==> src/lcdwf_pkg.sv <==
// Shared types and constants for the LCD window flush sequencer.
// No dependencies; every other file in src imports this package.
package lcdwf_pkg;

  localparam int COORD_BITS_DEF = 16;
  localparam int RES_BITS       = 12;
  localparam int CFG_IDX_BITS   = 2;
  localparam int BEAT_BITS      = 4;

  localparam logic [RES_BITS-1:0] HRES_RESET = 12'd800;
  localparam logic [RES_BITS-1:0] VRES_RESET = 12'd480;

  localparam logic [CFG_IDX_BITS-1:0] CFG_HRES = 2'd0;
  localparam logic [CFG_IDX_BITS-1:0] CFG_VRES = 2'd1;

  localparam logic REQ_START = 1'b0;
  localparam logic REQ_PIXEL = 1'b1;

  localparam logic [7:0] CMD_COLUMN = 8'h2A;
  localparam logic [7:0] CMD_ROW    = 8'h2B;
  localparam logic [7:0] CMD_WRITE  = 8'h2C;

  typedef enum logic [1:0] {
    KIND_BYTE   = 2'd0,
    KIND_WORD   = 2'd1,
    KIND_REPEAT = 2'd2,
    KIND_NONE   = 2'd3
  } cycle_kind_e;

  // Position within the window command run.
  typedef enum logic [BEAT_BITS-1:0] {
    BEAT_COL_CMD = 4'd0,
    BEAT_LEFT_HI = 4'd1,
    BEAT_LEFT_LO = 4'd2,
    BEAT_RIGHT_HI = 4'd3,
    BEAT_RIGHT_LO = 4'd4,
    BEAT_ROW_CMD = 4'd5,
    BEAT_TOP_HI  = 4'd6,
    BEAT_TOP_LO  = 4'd7,
    BEAT_BOT_HI  = 4'd8,
    BEAT_BOT_LO  = 4'd9,
    BEAT_WR_CMD  = 4'd10
  } beat_e;

  typedef struct packed {
    logic        dnc;
    cycle_kind_e kind;
    logic [15:0] value;
    logic        last;
    logic        done;
  } result_t;

endpackage

==> src/lcdwf_cmd_seq.sv <==
// Window command run generator: steps through the column/row window bytes
// and the memory-write command. Depends on lcdwf_pkg.
module lcdwf_cmd_seq #(
  parameter int COORD_BITS = lcdwf_pkg::COORD_BITS_DEF
) (
  input  logic                    clk_i,
  input  logic                    rst_ni,
  input  logic                    load_i,
  input  logic                    advance_i,
  input  logic signed [COORD_BITS:0] clip_left_i,
  input  logic signed [COORD_BITS:0] clip_right_i,
  input  logic signed [COORD_BITS:0] clip_top_i,
  input  logic signed [COORD_BITS:0] clip_bottom_i,
  output logic                    pending_o,
  output lcdwf_pkg::result_t      beat_o
);
  import lcdwf_pkg::*;

  beat_e idx_q, idx_d;
  logic  pending_q, pending_d;

  function automatic logic [7:0] hi_byte(logic signed [COORD_BITS:0] v);
    logic [31:0] w;
    w = 32'(v);
    return w[15:8];
  endfunction

  function automatic logic [7:0] lo_byte(logic signed [COORD_BITS:0] v);
    logic [31:0] w;
    w = 32'(v);
    return w[7:0];
  endfunction

  // Beat 0 is issued by the top level at the accept edge; start here at 1.
  always_comb begin
    idx_d     = idx_q;
    pending_d = pending_q;
    if (load_i) begin
      idx_d     = BEAT_LEFT_HI;
      pending_d = 1'b1;
    end else if (advance_i && pending_q) begin
      idx_d = beat_e'(BEAT_BITS'(idx_q) + BEAT_BITS'(1));
      if (idx_q == BEAT_WR_CMD) begin
        pending_d = 1'b0;
      end
    end
  end

  always_comb begin
    beat_o = '{dnc: 1'b1, kind: KIND_BYTE, value: '0, last: 1'b0, done: 1'b0};
    unique case (idx_q)
      BEAT_COL_CMD: begin
        beat_o.dnc   = 1'b0;
        beat_o.value = {8'h00, CMD_COLUMN};
      end
      BEAT_LEFT_HI:  beat_o.value = {8'h00, hi_byte(clip_left_i)};
      BEAT_LEFT_LO:  beat_o.value = {8'h00, lo_byte(clip_left_i)};
      BEAT_RIGHT_HI: beat_o.value = {8'h00, hi_byte(clip_right_i)};
      BEAT_RIGHT_LO: beat_o.value = {8'h00, lo_byte(clip_right_i)};
      BEAT_ROW_CMD: begin
        beat_o.dnc   = 1'b0;
        beat_o.value = {8'h00, CMD_ROW};
      end
      BEAT_TOP_HI:   beat_o.value = {8'h00, hi_byte(clip_top_i)};
      BEAT_TOP_LO:   beat_o.value = {8'h00, lo_byte(clip_top_i)};
      BEAT_BOT_HI:   beat_o.value = {8'h00, hi_byte(clip_bottom_i)};
      BEAT_BOT_LO:   beat_o.value = {8'h00, lo_byte(clip_bottom_i)};
      BEAT_WR_CMD: begin
        beat_o.dnc   = 1'b0;
        beat_o.value = {8'h00, CMD_WRITE};
        beat_o.last  = 1'b1;
      end
      default: beat_o.kind = KIND_NONE;
    endcase
  end

  always_ff @(posedge clk_i or negedge rst_ni) begin
    if (!rst_ni) begin
      idx_q     <= BEAT_COL_CMD;
      pending_q <= 1'b0;
    end else begin
      idx_q     <= idx_d;
      pending_q <= pending_d;
    end
  end

  assign pending_o = pending_q;

endmodule

==> src/lcd_window_flush_sequencer_top.sv <==
// Top level of the LCD window flush sequencer: clipping, pixel stream state
// and the result register. Depends on lcdwf_pkg and lcdwf_cmd_seq.
//
// Usage:
//   Input channel (in_valid_i / in_stall_o): a start beat carries a signed
//   rectangle; pixel beats then follow for the whole requested area in row
//   order. Output channel (out_valid_o / out_stall_i): one bus cycle per beat.
//   Config channel (cfg_valid_i / cfg_ready_o): screen width (index 0) and
//   height (index 1); always ready, write only while the block is idle.
// A result shows on the output in the cycle after its input beat is taken.
// Throughput: one pixel per cycle while the output is not stalled. A visible start
//   beat yields an 11-beat command run from the result register plus the command
//   sequencer counter, and the input stalls until that run has been issued.
// Reset: screen defaults to 800 x 480, no area is active, output empty.
// Stall: while out_stall_i holds a result, the result register holds and the
//   input stalls; a new beat is taken in the same cycle a result leaves, unless a command run is pending.
module lcd_window_flush_sequencer_top #(
  parameter int COORD_BITS = lcdwf_pkg::COORD_BITS_DEF
) (
  input  logic                               clk_i,
  input  logic                               rst_ni,
  input  logic                               in_valid_i,
  output logic                               in_stall_o,
  input  logic                               req_type_i,
  input  logic signed [15:0]                 area_left_i,
  input  logic signed [15:0]                 area_top_i,
  input  logic signed [15:0]                 area_right_i,
  input  logic signed [15:0]                 area_bottom_i,
  input  logic [15:0]                        pixel_i,
  output logic                               out_valid_o,
  input  logic                               out_stall_i,
  output logic                               data_not_command_o,
  output logic [1:0]                         cycle_kind_o,
  output logic [15:0]                        bus_value_o,
  output logic                               last_o,
  output logic                               flush_done_o,
  input  logic                               cfg_valid_i,
  output logic                               cfg_ready_o,
  input  logic [lcdwf_pkg::CFG_IDX_BITS-1:0] cfg_index_i,
  input  logic [lcdwf_pkg::RES_BITS-1:0]     cfg_data_i
);
  import lcdwf_pkg::*;

  localparam int CW = COORD_BITS + 1;

  logic [RES_BITS-1:0] hres_q, vres_q;

  logic signed [CW-1:0] clip_left_q, clip_right_q, clip_top_q, clip_bottom_q;
  logic signed [CW-1:0] clip_left_d, clip_right_d, clip_top_d, clip_bottom_d;
  logic signed [CW-1:0] req_left_q, req_right_q, req_bottom_q;
  logic signed [CW-1:0] req_left_d, req_right_d, req_bottom_d;
  logic signed [CW-1:0] cur_col_q, cur_row_q, cur_col_d, cur_row_d;
  logic [15:0]          prev_pixel_q, prev_pixel_d;
  logic row_started_q, row_started_d;
  logic area_visible_q, area_visible_d;
  logic busy_q, busy_d;

  logic signed [CW-1:0] l, t, r, b, cl, ct, cr, cb, hmax, vmax;
  logic empty_area, vis_area, pix_done, pix_vis;

  logic    out_valid_q, out_valid_d;
  result_t res_q, res_d, res_new;
  logic    has_res, free, in_fire, seq_load, seq_pending;
  result_t seq_beat;

  assign cfg_ready_o = 1'b1;

  assign free       = !out_valid_q || !out_stall_i;
  assign in_stall_o = !free || seq_pending;
  assign in_fire    = in_valid_i && !in_stall_o;

  // Take the low COORD_BITS of each corner, sign-extended.
  assign l = CW'(signed'(area_left_i[COORD_BITS-1:0]));
  assign t = CW'(signed'(area_top_i[COORD_BITS-1:0]));
  assign r = CW'(signed'(area_right_i[COORD_BITS-1:0]));
  assign b = CW'(signed'(area_bottom_i[COORD_BITS-1:0]));

  assign hmax = signed'(CW'(hres_q)) - signed'(CW'(1));
  assign vmax = signed'(CW'(vres_q)) - signed'(CW'(1));

  assign cl = (l > signed'(CW'(0))) ? l : '0;
  assign ct = (t > signed'(CW'(0))) ? t : '0;
  assign cr = (r < hmax) ? r : hmax;
  assign cb = (b < vmax) ? b : vmax;

  assign empty_area = (l > r) || (t > b);
  assign vis_area   = (cl <= cr) && (ct <= cb);

  assign pix_done = (cur_col_q == req_right_q) && (cur_row_q == req_bottom_q);
  assign pix_vis  = area_visible_q &&
                    (cur_col_q >= clip_left_q) && (cur_col_q <= clip_right_q) &&
                    (cur_row_q >= clip_top_q) && (cur_row_q <= clip_bottom_q);

  always_comb begin
    clip_left_d    = clip_left_q;
    clip_right_d   = clip_right_q;
    clip_top_d     = clip_top_q;
    clip_bottom_d  = clip_bottom_q;
    req_left_d     = req_left_q;
    req_right_d    = req_right_q;
    req_bottom_d   = req_bottom_q;
    cur_col_d      = cur_col_q;
    cur_row_d      = cur_row_q;
    prev_pixel_d   = prev_pixel_q;
    row_started_d  = row_started_q;
    area_visible_d = area_visible_q;
    busy_d         = busy_q;
    has_res        = 1'b0;
    seq_load       = 1'b0;
    res_new = '{dnc: 1'b0, kind: KIND_NONE, value: '0, last: 1'b1, done: 1'b0};

    if (in_fire) begin
      if (req_type_i == REQ_START) begin
        if (empty_area) begin
          // Nothing to stream: report completion at once.
          busy_d         = 1'b0;
          area_visible_d = 1'b0;
          has_res        = 1'b1;
          res_new.done   = 1'b1;
        end else begin
          clip_left_d    = cl;
          clip_right_d   = cr;
          clip_top_d     = ct;
          clip_bottom_d  = cb;
          req_left_d     = l;
          req_right_d    = r;
          req_bottom_d   = b;
          cur_col_d      = l;
          cur_row_d      = t;
          row_started_d  = 1'b0;
          busy_d         = 1'b1;
          area_visible_d = vis_area;
          if (vis_area) begin
            has_res  = 1'b1;
            seq_load = 1'b1;
            res_new  = '{dnc: 1'b0, kind: KIND_BYTE, value: {8'h00, CMD_COLUMN},
                         last: 1'b0, done: 1'b0};
          end
        end
      end else if (busy_q) begin
        has_res      = 1'b1;
        res_new.done = pix_done;
        if (!pix_vis) begin
          res_new.kind = KIND_NONE;
        end else if (row_started_q && (pixel_i == prev_pixel_q)) begin
          res_new.dnc   = 1'b1;
          res_new.kind  = KIND_REPEAT;
          res_new.value = prev_pixel_q;
        end else begin
          prev_pixel_d  = pixel_i;
          row_started_d = 1'b1;
          res_new.dnc   = 1'b1;
          res_new.kind  = KIND_WORD;
          res_new.value = pixel_i;
        end
        // Advance the raster position over the unclipped area.
        if (pix_done) begin
          busy_d = 1'b0;
        end else if (cur_col_q == req_right_q) begin
          cur_col_d     = req_left_q;
          cur_row_d     = cur_row_q + signed'(CW'(1));
          row_started_d = 1'b0;
        end else begin
          cur_col_d = cur_col_q + signed'(CW'(1));
        end
      end
    end
  end

  always_comb begin
    out_valid_d = out_valid_q;
    res_d       = res_q;
    if (free) begin
      out_valid_d = seq_pending || (in_fire && has_res);
      res_d       = seq_pending ? seq_beat : res_new;
    end
  end

  lcdwf_cmd_seq #(
    .COORD_BITS(COORD_BITS)
  ) u_cmd_seq (
    .clk_i        (clk_i),
    .rst_ni       (rst_ni),
    .load_i       (seq_load),
    .advance_i    (free),
    .clip_left_i  (clip_left_q),
    .clip_right_i (clip_right_q),
    .clip_top_i   (clip_top_q),
    .clip_bottom_i(clip_bottom_q),
    .pending_o    (seq_pending),
    .beat_o       (seq_beat)
  );

  always_ff @(posedge clk_i or negedge rst_ni) begin
    if (!rst_ni) begin
      hres_q <= HRES_RESET;
      vres_q <= VRES_RESET;
    end else if (cfg_valid_i && cfg_ready_o) begin
      unique case (cfg_index_i)
        CFG_HRES: hres_q <= cfg_data_i;
        CFG_VRES: vres_q <= cfg_data_i;
        default: ;
      endcase
    end
  end

  always_ff @(posedge clk_i or negedge rst_ni) begin
    if (!rst_ni) begin
      clip_left_q    <= '0;
      clip_right_q   <= '0;
      clip_top_q     <= '0;
      clip_bottom_q  <= '0;
      req_left_q     <= '0;
      req_right_q    <= '0;
      req_bottom_q   <= '0;
      cur_col_q      <= '0;
      cur_row_q      <= '0;
      prev_pixel_q   <= '0;
      row_started_q  <= 1'b0;
      area_visible_q <= 1'b0;
      busy_q         <= 1'b0;
      out_valid_q    <= 1'b0;
    end else begin
      clip_left_q    <= clip_left_d;
      clip_right_q   <= clip_right_d;
      clip_top_q     <= clip_top_d;
      clip_bottom_q  <= clip_bottom_d;
      req_left_q     <= req_left_d;
      req_right_q    <= req_right_d;
      req_bottom_q   <= req_bottom_d;
      cur_col_q      <= cur_col_d;
      cur_row_q      <= cur_row_d;
      prev_pixel_q   <= prev_pixel_d;
      row_started_q  <= row_started_d;
      area_visible_q <= area_visible_d;
      busy_q         <= busy_d;
      out_valid_q    <= out_valid_d;
    end
  end

  always_ff @(posedge clk_i) begin
    res_q <= res_d;
  end

  assign out_valid_o        = out_valid_q;
  assign data_not_command_o = res_q.dnc;
  assign cycle_kind_o       = res_q.kind;
  assign bus_value_o        = res_q.value;
  assign last_o             = res_q.last;
  assign flush_done_o       = res_q.done;

endmodule

==> config.mk <==
export PLATFORM = sky130hd
export DESIGN_NAME = lcd_window_flush_sequencer_top
export DESIGN_NICKNAME = d
export VERILOG_FILES = /design/src/lcdwf_pkg.sv /design/src/lcdwf_cmd_seq.sv /design/src/lcd_window_flush_sequencer_top.sv
export SDC_FILE = /design/constraint.sdc
export NUM_CORES = 1
export LEC_CHECK = 0
export BUFFER_PORTS_ARGS = -buffer_cell sky130_fd_sc_hd__buf_4
export CORE_ASPECT_RATIO = 1.2
export CORE_MARGIN = 1
export CORE_UTILIZATION = 55
export DETAILED_ROUTE_END_ITERATION = 8
export PLACE_DENSITY = 0.77
export RECOVER_POWER = 50
export SYNTH_ARGS = -nofsm -noshare
export SYNTH_HDL_FRONTEND = slang
export SYNTH_SLANG_ARGS = --single-unit
==> constraint.sdc <==
create_clock -name clk_i -period 8.6 [get_ports clk_i]
set_clock_uncertainty 0.1 [all_clocks]
set_input_delay 0 -clock clk_i [delete_from_list [all_inputs] [get_ports clk_i]]
set_output_delay 0 -clock clk_i [all_outputs]
set_load 0.005 [all_outputs]
After elaboration in Yosys (flattened, before gate mapping)
Cells that the tools add are included.
{"block": "op_classes", "n_addsub": 5, "n_lt_le_gt_ge": 12, "n_eq_ne": 18, "muxes": 57, "n_bitwise": 4, "n_reduce_logical": 34}
{"operator": "17-bit 2-to-1 mux", "n": 14}
{"operator": "8-bit case mux with 11 select lines", "n": 1}
{"operator": "17-bit <= comparator", "n": 4}
{"operator": "21-bit 2-to-1 mux", "n": 2}
{"operator": "20-bit 2-to-1 mux", "n": 2}
{"operator": "19-bit 2-to-1 mux", "n": 2}
{"operator": "17-bit by 2-bit adder with 17-bit output (second input constant)", "n": 2}
{"operator": "17-bit by 16-bit == test with 1-bit output", "n": 2}
{"operator": "17-bit greater-or-equal comparator", "n": 2}
{"operator": "16-bit by 1-bit > comparator with 1-bit output (second input constant)", "n": 2}
{"operator": "16-bit > comparator", "n": 2}
{"operator": "16-bit by 13-bit < comparator with 1-bit output", "n": 2}
{"operator": "1-bit 2-to-1 mux", "n": 30}
{"operator": "12-bit by 1-bit subtractor with 13-bit output (second input constant)", "n": 2}
{"operator": "18-bit 2-to-1 mux", "n": 1}
{"operator": "16-bit == test", "n": 1}
{"operator": "4-bit by 3-bit == test with 1-bit output (second input constant)", "n": 4}
{"operator": "16-bit 2-to-1 mux", "n": 1}
{"operator": "4-bit == test (second input constant)", "n": 3}
{"operator": "11-bit OR reduction", "n": 1}
{"operator": "1-bit logical AND", "n": 10}
{"operator": "5-bit AND reduction", "n": 2}
{"operator": "4-bit by 2-bit == test with 1-bit output (second input constant)", "n": 2}
{"operator": "4-bit 2-to-1 mux", "n": 2}
{"operator": "other kinds (17)", "n": 34}
{"block": "word_totals", "regBits": 220, "input_bits": 100, "out_inout_bits": 24, "wordCells": 153}

Depth between registers and ports, before layout
Gate-level depths: netlist of run 1.
{"block": "depth", "ltp_word": 11, "ltp_mapped": 24, "depth_no_buf": 23}

Modules after synthesis
From an unflattened synthesis of run 1, not the netlist that was laid out.
{"block": "unflattened", "cells_unflattened": 1676, "hier_area_um2": 15138.3}
{"module": "lcd_window_flush_sequencer_top", "instances": 1, "cells_per_inst": 1549, "area_per_inst_um2": 14179.8, "seq_area_each_um2": 5393.9}
{"module": "lcdwf_cmd_seq", "instances": 1, "cells_per_inst": 127, "area_per_inst_um2": 958.4, "seq_area_each_um2": 125.1}

Least setup slack after synthesis of run 1
Ideal clock, no wire load.
{"block": "synth_path", "path_kind": "register -> register", "from": "register hres_q[4]", "to": "register res_q (netlist bit last_o) (data pin)", "t_arrival_ps": 5304, "required_time_ps": 8239, "path_slack_ps": 2934, "path_stages_with_launch": 23, "synth_period_minus_slack_ps": 5666, "path_cell_list": "dfrtp_1 > nor4_2 > nand2_1 > or3_1 > or3_1 > nor3_1 > inv_1 > ha_1 > nand3_1 > nor2_1 > a41oi_1 > a311oi_1 > mux2i_2 > buf_6 > mux2_2 > ha_1 > a21oi_1 > nor2b_1 > o21ai_0 > a211o_1 > o211ai_1 > a211o_4 > a21boi_1"}
{"block": "synth_between", "elab_chain_len": 10}
{"item": "start, declared", "line": "lcd_window_flush_sequencer_top.sv:46", "text": "logic [RES_BITS-1:0] hres_q, vres_q;"}
{"item": "start signal, assigned", "line": "lcd_window_flush_sequencer_top.sv:200", "text": "CFG_HRES: hres_q <= cfg_data_i;"}
{"item": "12-bit by 1-bit subtractor with 13-bit output (*)", "line": "lcd_window_flush_sequencer_top.sv:78", "text": "assign hmax = signed'(CW'(hres_q)) - signed'(CW'(1));"}
{"item": "16-bit by 13-bit < comparator with 1-bit output", "line": "lcd_window_flush_sequencer_top.sv:83", "text": "assign cr = (r < hmax) ? r : hmax;"}
{"item": "17-bit 2-to-1 mux (*)", "line": "lcd_window_flush_sequencer_top.sv:83"}
{"item": "17-bit <= comparator (*)", "line": "lcd_window_flush_sequencer_top.sv:87", "text": "assign vis_area = (cl <= cr) && (ct <= cb);"}
{"item": "1-bit logical AND (*)", "line": "lcd_window_flush_sequencer_top.sv:87"}
{"item": "20-bit 2-to-1 mux (*)", "line": "lcd_window_flush_sequencer_top.sv:133", "text": "if (vis_area) begin"}
{"item": "20-bit 2-to-1 mux (*)", "line": "lcd_window_flush_sequencer_top.sv:114", "text": "if (empty_area) begin"}
{"item": "1-bit 2-to-1 mux (*)", "line": "lcd_window_flush_sequencer_top.sv:113", "text": "if (req_type_i == REQ_START) begin"}
{"item": "21-bit 2-to-1 mux (*)", "line": "lcd_window_flush_sequencer_top.sv:112", "text": "if (in_fire) begin"}
{"item": "21-bit 2-to-1 mux (*)", "line": "lcd_window_flush_sequencer_top.sv:175", "text": "res_d = seq_pending ? seq_beat : res_new;"}
{"item": "end signal, assigned", "line": "lcd_window_flush_sequencer_top.sv:242", "text": "res_q <= res_d;"}
{"item": "end, declared", "line": "lcd_window_flush_sequencer_top.sv:62", "text": "result_t res_q, res_d, res_new;"}
Every way passes the cells marked *; elsewhere a longest branch is shown, timed or not.
A chain may end at the register's enable or synchronous reset.

Final worst setup path of run 1
{"block": "layout_path", "from": "register hres_q[4]", "to": "register out_valid_q (netlist: out_valid_o)"}
{"block": "layout_between", "elab_chain_len": 11}
{"item": "12-bit by 1-bit subtractor with 13-bit output (*)", "line": "lcd_window_flush_sequencer_top.sv:78"}
{"item": "16-bit by 13-bit < comparator with 1-bit output", "line": "lcd_window_flush_sequencer_top.sv:83"}
{"item": "17-bit 2-to-1 mux (*)", "line": "lcd_window_flush_sequencer_top.sv:83"}
{"item": "17-bit <= comparator (*)", "line": "lcd_window_flush_sequencer_top.sv:87"}
{"item": "1-bit logical AND (*)", "line": "lcd_window_flush_sequencer_top.sv:87"}
{"item": "1-bit 2-to-1 mux (*)", "line": "lcd_window_flush_sequencer_top.sv:133"}
{"item": "1-bit 2-to-1 mux (*)", "line": "lcd_window_flush_sequencer_top.sv:114"}
{"item": "1-bit 2-to-1 mux (*)", "line": "lcd_window_flush_sequencer_top.sv:113"}
{"item": "1-bit 2-to-1 mux (*)", "line": "lcd_window_flush_sequencer_top.sv:112"}
{"item": "1-bit logical AND (*)", "line": "lcd_window_flush_sequencer_top.sv:174", "text": "out_valid_d = seq_pending || (in_fire && has_res);"}
{"item": "1-bit logical OR (*)", "line": "lcd_window_flush_sequencer_top.sv:174"}
{"item": "end signal, assigned", "line": "lcd_window_flush_sequencer_top.sv:237", "text": "out_valid_q <= out_valid_d;"}
{"item": "end, declared", "line": "lcd_window_flush_sequencer_top.sv:61", "text": "logic out_valid_q, out_valid_d;"}
Marked as above.

==> results_dict.tcl, run 1 <==
set metrics [dict create \
    regArea_um2 5520 \
    cts_setup_buffers 0 \
    grt.total_usage 0.345 \
    avgViaCountPerCell 6.26 \
    syn_area_um2 15200 \
    pre_cts_ws_ps 1790 \
    drt-wirelength-per-cell_um 21.7 \
    hold_path_depth 4 \
    cp_max_fo 16 \
    synthFlopType "dfrtp_1" \
    root_buffer "clkbuf_16" \
    synth-simple-area-share 0.166 \
    synth_edf_count 21 \
    fmax_mhz 133 \
    crit_path_start_kind "flop" \
    setup_viol 0 \
    grt_max_degree 116 \
    synth_xor_area_frac 0.0478 \
    die_h_um 184 \
    r2r_cells 23 \
    slew_headroom -3.34 \
    first_global_vias 13700 \
    rsz0062_at_grt "false" \
    drt_iter0_drc 1300 \
    cts_resized 0 \
    synthTopCellsByCount "211 x nand2_1, 188 x dfrtp_1, 169 x ha_1" \
    synth.largest_area_cell "dfrtp_1" \
    wirelength_um 48300 \
    detailed_place_hpwl_um 33800 \
    tightest_slew_ps 6510 \
    setup-tns-final_ps 0 \
    drcViolationCount 0 \
    critPathMaxStageDelay_ps 960 \
    drive_gt1_frac 0.145 \
    cts.sinks 216 \
    clkSlewWorstSetupHoldPaths_ps 60 \
    cap_violations 1 \
    synthMuxAreaShare 0.0764 \
    ant_nets 0 \
    path_class "flop to flop" \
    slew_violations 116 \
    antenna_found_initial 1 \
    synth.distinct_cells 71 \
    cts_tree "yes" \
    crit_path_cell_trace "nor4_2, nand2_1, or3_1, or3_1, nor3_1, inv_1, ha_1, nand3_1, nor2_1, a41oi_1, a311oi_1, mux2i_2, mux2_2, ha_1, a21o_1, a21oi_1, nor2_1, a211oi_1, o211ai_1, a21oi_1, o221ai_1, nand2_1, dlygate4sd3_1" \
    status "complete, but fails checks" \
    die_width_um 154 \
    syn_area_per_cell_um2 9.19 \
    fin_crit_ps 7520 \
    initial_core_util 0.560 \
    powerDensity_nw_per_um2 261 \
    instances_no_fill 2226 \
    synthCells 1657 \
    synth_seq_cells 216 \
    die-area_um2 28300 \
    fin_crit_sh 0.874 \
    arrival_ps 7890 \
    synth_top_area_frac 0.309 \
    cp-end-kind "flop" \
    synth.area.top_cells "dfrtp_1 31%, ha_1 14%, nand2_1 5.2%" \
    fin_util 0.674 \
    vias 13900 \
    gr-total-overflow 0 \
    synth_warnings 0 \
    hold_viol 0 \
    cts.path.max_buffers 3 \
    cts_inserted_buffers 25 \
    layout.nets 2135 \
    fillers 2037 \
    violations "max-capacitance violations, max-slew violations" \
    synth_top_family_by_area "simple AND/OR/NAND/NOR gates" \
    worstPathRequired_ps 8970 \
    dp.cells 2061 \
    power_uw 4790 \
    multi_input_area_um2 8940 \
    p_leak_uw 0.00873 \
    synth.most_common_cell "nand2_1" \
    worstHoldPathType "input pin to flop" \
    io_buffers 122 \
    setup_slack_ps 1080 \
    drt_first_pass_iters 6 \
    crit_slowest_cell "mux2i_2" \
    async_flop_share 0.903 \
    ctsHtreeMaxLevel 1 \
    layout-area-overhead-vs-synth_pct 20.4 \
    gp_congestion 0.971 \
    grt_pass1_wl_um 75700 \
    synth_compound_area_frac 0.156 \
    io_pins 124 \
    ys_seq_area_frac 0.363 \
    synthAdderAreaFrac 0.139 \
    peakVddDrop_mv 0.188 \
    placementRows 66 \
    core_um2 27200 \
    clkLatencyLatePin_ps 550 \
]
==> what timing repair did <==
action	4_1_cts	5_1_grt
setup endpoints to repair	0	0
endpoints found under the hold margin	316	0
hold buffers	118	0
==> layout by cell type (no fill, tap or decap), types with 21 or more instances in the layout <==
cell and n:
edfxtp_1 21, nor3_1 21, mux2_2 64, inv_1 128
ha_1 169, nor2_1 56, nand3_1 38, xor2_1 40
clkbuf_16 25, a21oi_1 66, clkbuf_4 23, a21o_1 28
dlygate4sd3_1 118, and3_1 27, dfrtp_1 188, nand2_1 211
o21ai_0 110, buf_4 104, nand4_1 35, nor4_1 21
xnor2_1 43, nor2b_1 33, and2_1 24, o21ai_1 58
==> critical path, delay by kind of cell, from the launching register on <==
family	cells	cell delay, ps
and+or+nand+nor	9	2290
AOI/OAI and AO/OA	8	1830
muxes	2	1400
buffers and inverters	2	750
adders and majority gates	2	640
DFF	1	430
==> state kept, by name, summed over array words and instances (netlist names), 2 cells and up <==
name / count
req_bottom_q: 16
clip_top_q: 16
bus_value_o: 16
hres_q: 12
u_cmd_seq.idx_q: 4
req_right_q: 16
cur_row_q: 17
req_left_q: 16
prev_pixel_q: 16
clip_bottom_q: 16
cur_col_q: 17
cycle_kind_o: 2
clip_right_q: 16
vres_q: 12
clip_left_q: 16
==> final timing paths <==
check / from / to / slack, ps
setup / recovery: hres_q[4] / out_valid_o / 1080
hold / removal: out_stall_i / cur_col_q[0] / 120
setup reg to reg: hres_q[4] / out_valid_o / 1080
hold reg to reg: req_left_q[2] / req_left_q[2] / 370
max in group asynchronous: rst_ni / req_right_q[7] / 2370
min in group asynchronous: rst_ni / cur_row_q[14] / 2340
==> power by group <==
part	internal, uW	leakage [uW]	switching (uW)	total [uW]
registers	1390	0.00271	459	1850
logic	877	0.00562	998	1880
clock network	617	0.000402	441	1060
total	2890	0.00873	1900	4790
==> routing by layer <==
metal | up-vias | routed length (um) | share of wire | track usage
li1 | 6352 | - | - | -
met1 | 6665 | 19500 | 0.40 | 0.446
met2 | 746 | 22300 | 0.46 | 0.570
met3 | 161 | 4170 | 0.086 | 0.0562
met4 | 0 | 2430 | 0.050 | 0.157
met5 | - | 0 | 0 | 0
==> stage by stage <==
stage / hold slack (ps) / instance area [um2]
after floorplan: -396 / 15200
final: 123 / 18300
after CTS: 101 / 18300
after global placement: 115 / 16400
after detailed placement: 109 / 16400
after global routing: 169 / 18300
==> final cells by class <==
class,instances,share of cell area
sequential,216,0.301
antenna,1,0.000137
tap,340,0.0232
multi-input combinational,1247,0.488
inverter,128,0.0262
timing repair buffer,248,0.117
clock buffer,38,0.0401
clock inverter,8,0.00376
==> logic make-up (layout without fill, tap and decap cells) <==
group           after synthesis  after routing
simple gates                511            511
compound gates              382            382
flops                       216            216
buf+inv                     195            422
fa+ha+maj                   169            169
mux                          99             99
xor+xnor                     83             83
other cells                   2              4
No activity file was read; power rests on OpenSTA's default activity.
==> run 2: changes to the inputs <==
Settings changed: SYNTH_HIERARCHICAL set to 1.
==> run 2 against run 1 <==
Against the previous run:
- the run still ends with max-capacitance violations, max-slew violations left
- non-clock buffer count up 6
- global-route usage down 1.1 points
- cell count up 0.58%
- synthesized cell count up 1.1%
- routed wire length down 4.2%
- combinational power down 22%
- cell area down 0.89%
- count of clock-buffer cells in the layout down 5
- core utilization down 0.40 points
==> results_dict.tcl, run 2 <==
set metrics [dict create \
    critical_path.top_delay_family "simple AND/OR/NAND/NOR gates" \
    synth_edf_count 21 \
    ys_seq_area_frac 0.365 \
    die_h_um 184 \
    setup-tns-final_ps 0 \
    worst-path-buf-inv 0 \
    core_um2 27100 \
    worstSetupStartpoint "hres_q[2]" \
    min_from "pixel_i[7]" \
    rr_endpoint "cycle_kind_o[1]" \
    synth_warnings 6 \
    grt_pass1_wl_um 73300 \
    initial_core_util 0.559 \
    tightest_slew_ps 3590 \
    synth.distinct_cells 81 \
    cap_violations 3 \
    power_uw 4080 \
    rsz0062_at_grt "false" \
    layout-area-overhead-vs-synth_pct 20.0 \
    syn_area_per_cell_um2 9.03 \
    fin_crit_sh 0.740 \
    arrival_ps 6530 \
    cp_max_fo 29 \
    grt.total_usage 0.334 \
    async_flop_share 0.903 \
    drt_first_pass_iters 6 \
    fillers 2147 \
    drt_iter0_drc 1145 \
    avgViaCountPerCell 6.11 \
    worstPathRequired_ps 8760 \
    cts_inserted_buffers 24 \
    crit_path_start_kind "flop" \
    synth_top_area_frac 0.311 \
    fin_crit_ps 6370 \
    cts_resized 0 \
    layout.nets 2149 \
    r2r_cells 23 \
    synth.most_common_cell "nand2_1" \
    reg2reg_from "hres_q[2]" \
    final_common_cell "nand2_1" \
    synth.area.top_cells "dfrtp_1 31%, ha_1 14%, nand2_1 5.3%" \
    status "complete, but fails checks" \
    gp_congestion 0.922 \
    ant_nets 0 \
    multi_input_area_um2 8820 \
    wirelength_um 46300 \
    powerDensity_nw_per_um2 225 \
    clkSlewWorstSetupHoldPaths_ps 60 \
    die_width_um 153 \
    worstHoldPathType "input pin to flop" \
    synth_seq_cells 216 \
    synth.largest_area_cell "dfrtp_1" \
    die-area_um2 28200 \
    drcViolationCount 0 \
    ctsHtreeMaxLevel 1 \
    cts.sinks 216 \
    synthTopCellsByCount "212 x nand2_1, 188 x dfrtp_1, 168 x ha_1" \
    drive_gt1_frac 0.133 \
    cts.path.max_buffers 3 \
    crit_slowest_cell "a22o_1" \
    io_pins 124 \
    hold_viol 0 \
    detailed_place_hpwl_um 33200 \
    regArea_um2 5520 \
    setup_viol 0 \
    syn_area_um2 15100 \
    cp-end-kind "flop" \
    hold_end "prev_pixel_q[7]" \
    synthFlopType "dfrtp_1" \
    synthCells 1676 \
    first_global_vias 13600 \
    hold_path_depth 3 \
    root_buffer "clkbuf_16" \
    vias 13700 \
    cts_tree "yes" \
    clkLatencyLatePin_ps 530 \
    reg2reg_setup_slack_ps 2230 \
    antenna_found_initial 0 \
    placementRows 66 \
    ctsHoldBuffers 119 \
    gr-total-overflow 0 \
    layout_common_cells "212 x nand2_1, 188 x dfrtp_1, 168 x ha_1" \
    diodes 0 \
    slew_headroom -1.39 \
    path_class "flop to flop" \
    fmax_mhz 157 \
    largestRegisters "cur_col_q (17), cur_row_q (17)" \
    p_leak_uw 0.00851 \
    grt_max_degree 112 \
    io_buffers 122 \
    violations "max-capacitance violations, max-slew violations" \
    drt-wirelength-per-cell_um 20.7 \
    critPathMaxStageDelay_ps 760 \
    design_area_um2 18200 \
    slew_violations 183 \
    peakVddDrop_mv 0.190 \
    dpl-instance-area_um2 16200 \
    crit_path_cell_trace "nor3_1, nand2b_1, nor4_1, nor3b_1, xnor2_1, ha_1, a21o_1, a21o_1, a21oi_1, o21ai_0, a31oi_1, a22o_1, nor2_1, a21oi_1, ha_1, nand2_1, or2_2, nor4_1, nor2_1, o21a_1, a211o_1, nor2_2, nor3_1" \
    cts_setup_buffers 0 \
]
[run 2: cell types whose count changed in the layout (fill, tap and decap cells not counted), sizes merged, moves of 15 or more]
| cell | change |
|---|---|
| nor2 | +26 |
| inv | -15 |
| o22ai | +15 |
| a21oi | +54 |
| mux2 | -26 |
| a22o | +15 |
| o21ai | -35 |
[run 2: tightest hold or removal path: stages]
cell and delay, ps:
dlygate4sd3_1 530, buf_4 120, mux2_1 120
[run 2: cells by family (layout without fill, tap and decap cells)]
group                    count (synthesis)  after routing  share of synthesized area
flip-flops                             216            216                      0.365
AO/OA/AOI/OAI                          432            432                      0.179
adder cells (fa/ha/maj)                168            168                      0.139
multiplexers                            67             67                     0.0493
XOR/XNOR                                84             84                     0.0486
buffers and inverters                  198            412                     0.0562
other                                    3             12                   0.000744
AND/OR/NAND/NOR                        508            508                      0.163
[run 2: stage by stage]
stage	setup WS (ps)	utilization	std cells	hold slack (ps)
floorplan	3320	-	1685	-396
detailed placement	2460	0.599	2076	-58.1
CTS	2420	0.672	2239	147
global placement	2700	0.599	2076	-52.3
finish	2230	0.670	2239	169
global route	1700	0.670	2239	169
[run 2: final cells by class]
| type | instances | share of cell area |
|---|---|---|
| Tap cell | 340 | 0.0234 |
| Clock buffer | 33 | 0.0372 |
| Multi-Input combinational cell | 1271 | 0.486 |
| Timing Repair Buffer | 254 | 0.120 |
| Clock inverter | 11 | 0.00593 |
| Inverter | 114 | 0.0236 |
| Sequential cell | 216 | 0.304 |
[run 2: power by group]
part | internal [uW] | switching, uW | total (uW)
combinational | 671 | 791 | 1460
sequential | 1270 | 310 | 1580
clock | 609 | 430 | 1040
[run 2: worst max-delay path by stage]
stage	slack, ps	cells past startpoint	endpoint
2_1_floorplan	3320	24	cycle_kind_o[1]
3_3_place_gp	2700	23	cycle_kind_o[1]
3_5_place_dp	2460	23	cycle_kind_o[0]
4_1_cts	2420	23	cycle_kind_o[0]
5_1_grt	1700	23	cycle_kind_o[0]
6_report	2230	23	cycle_kind_o[1]
[run 2: metal layers]
layer  track usage  wire [um]
met1         0.432      18800
met2         0.567      22000
met3        0.0398       3330
met4         0.145       2110
met5             0          0
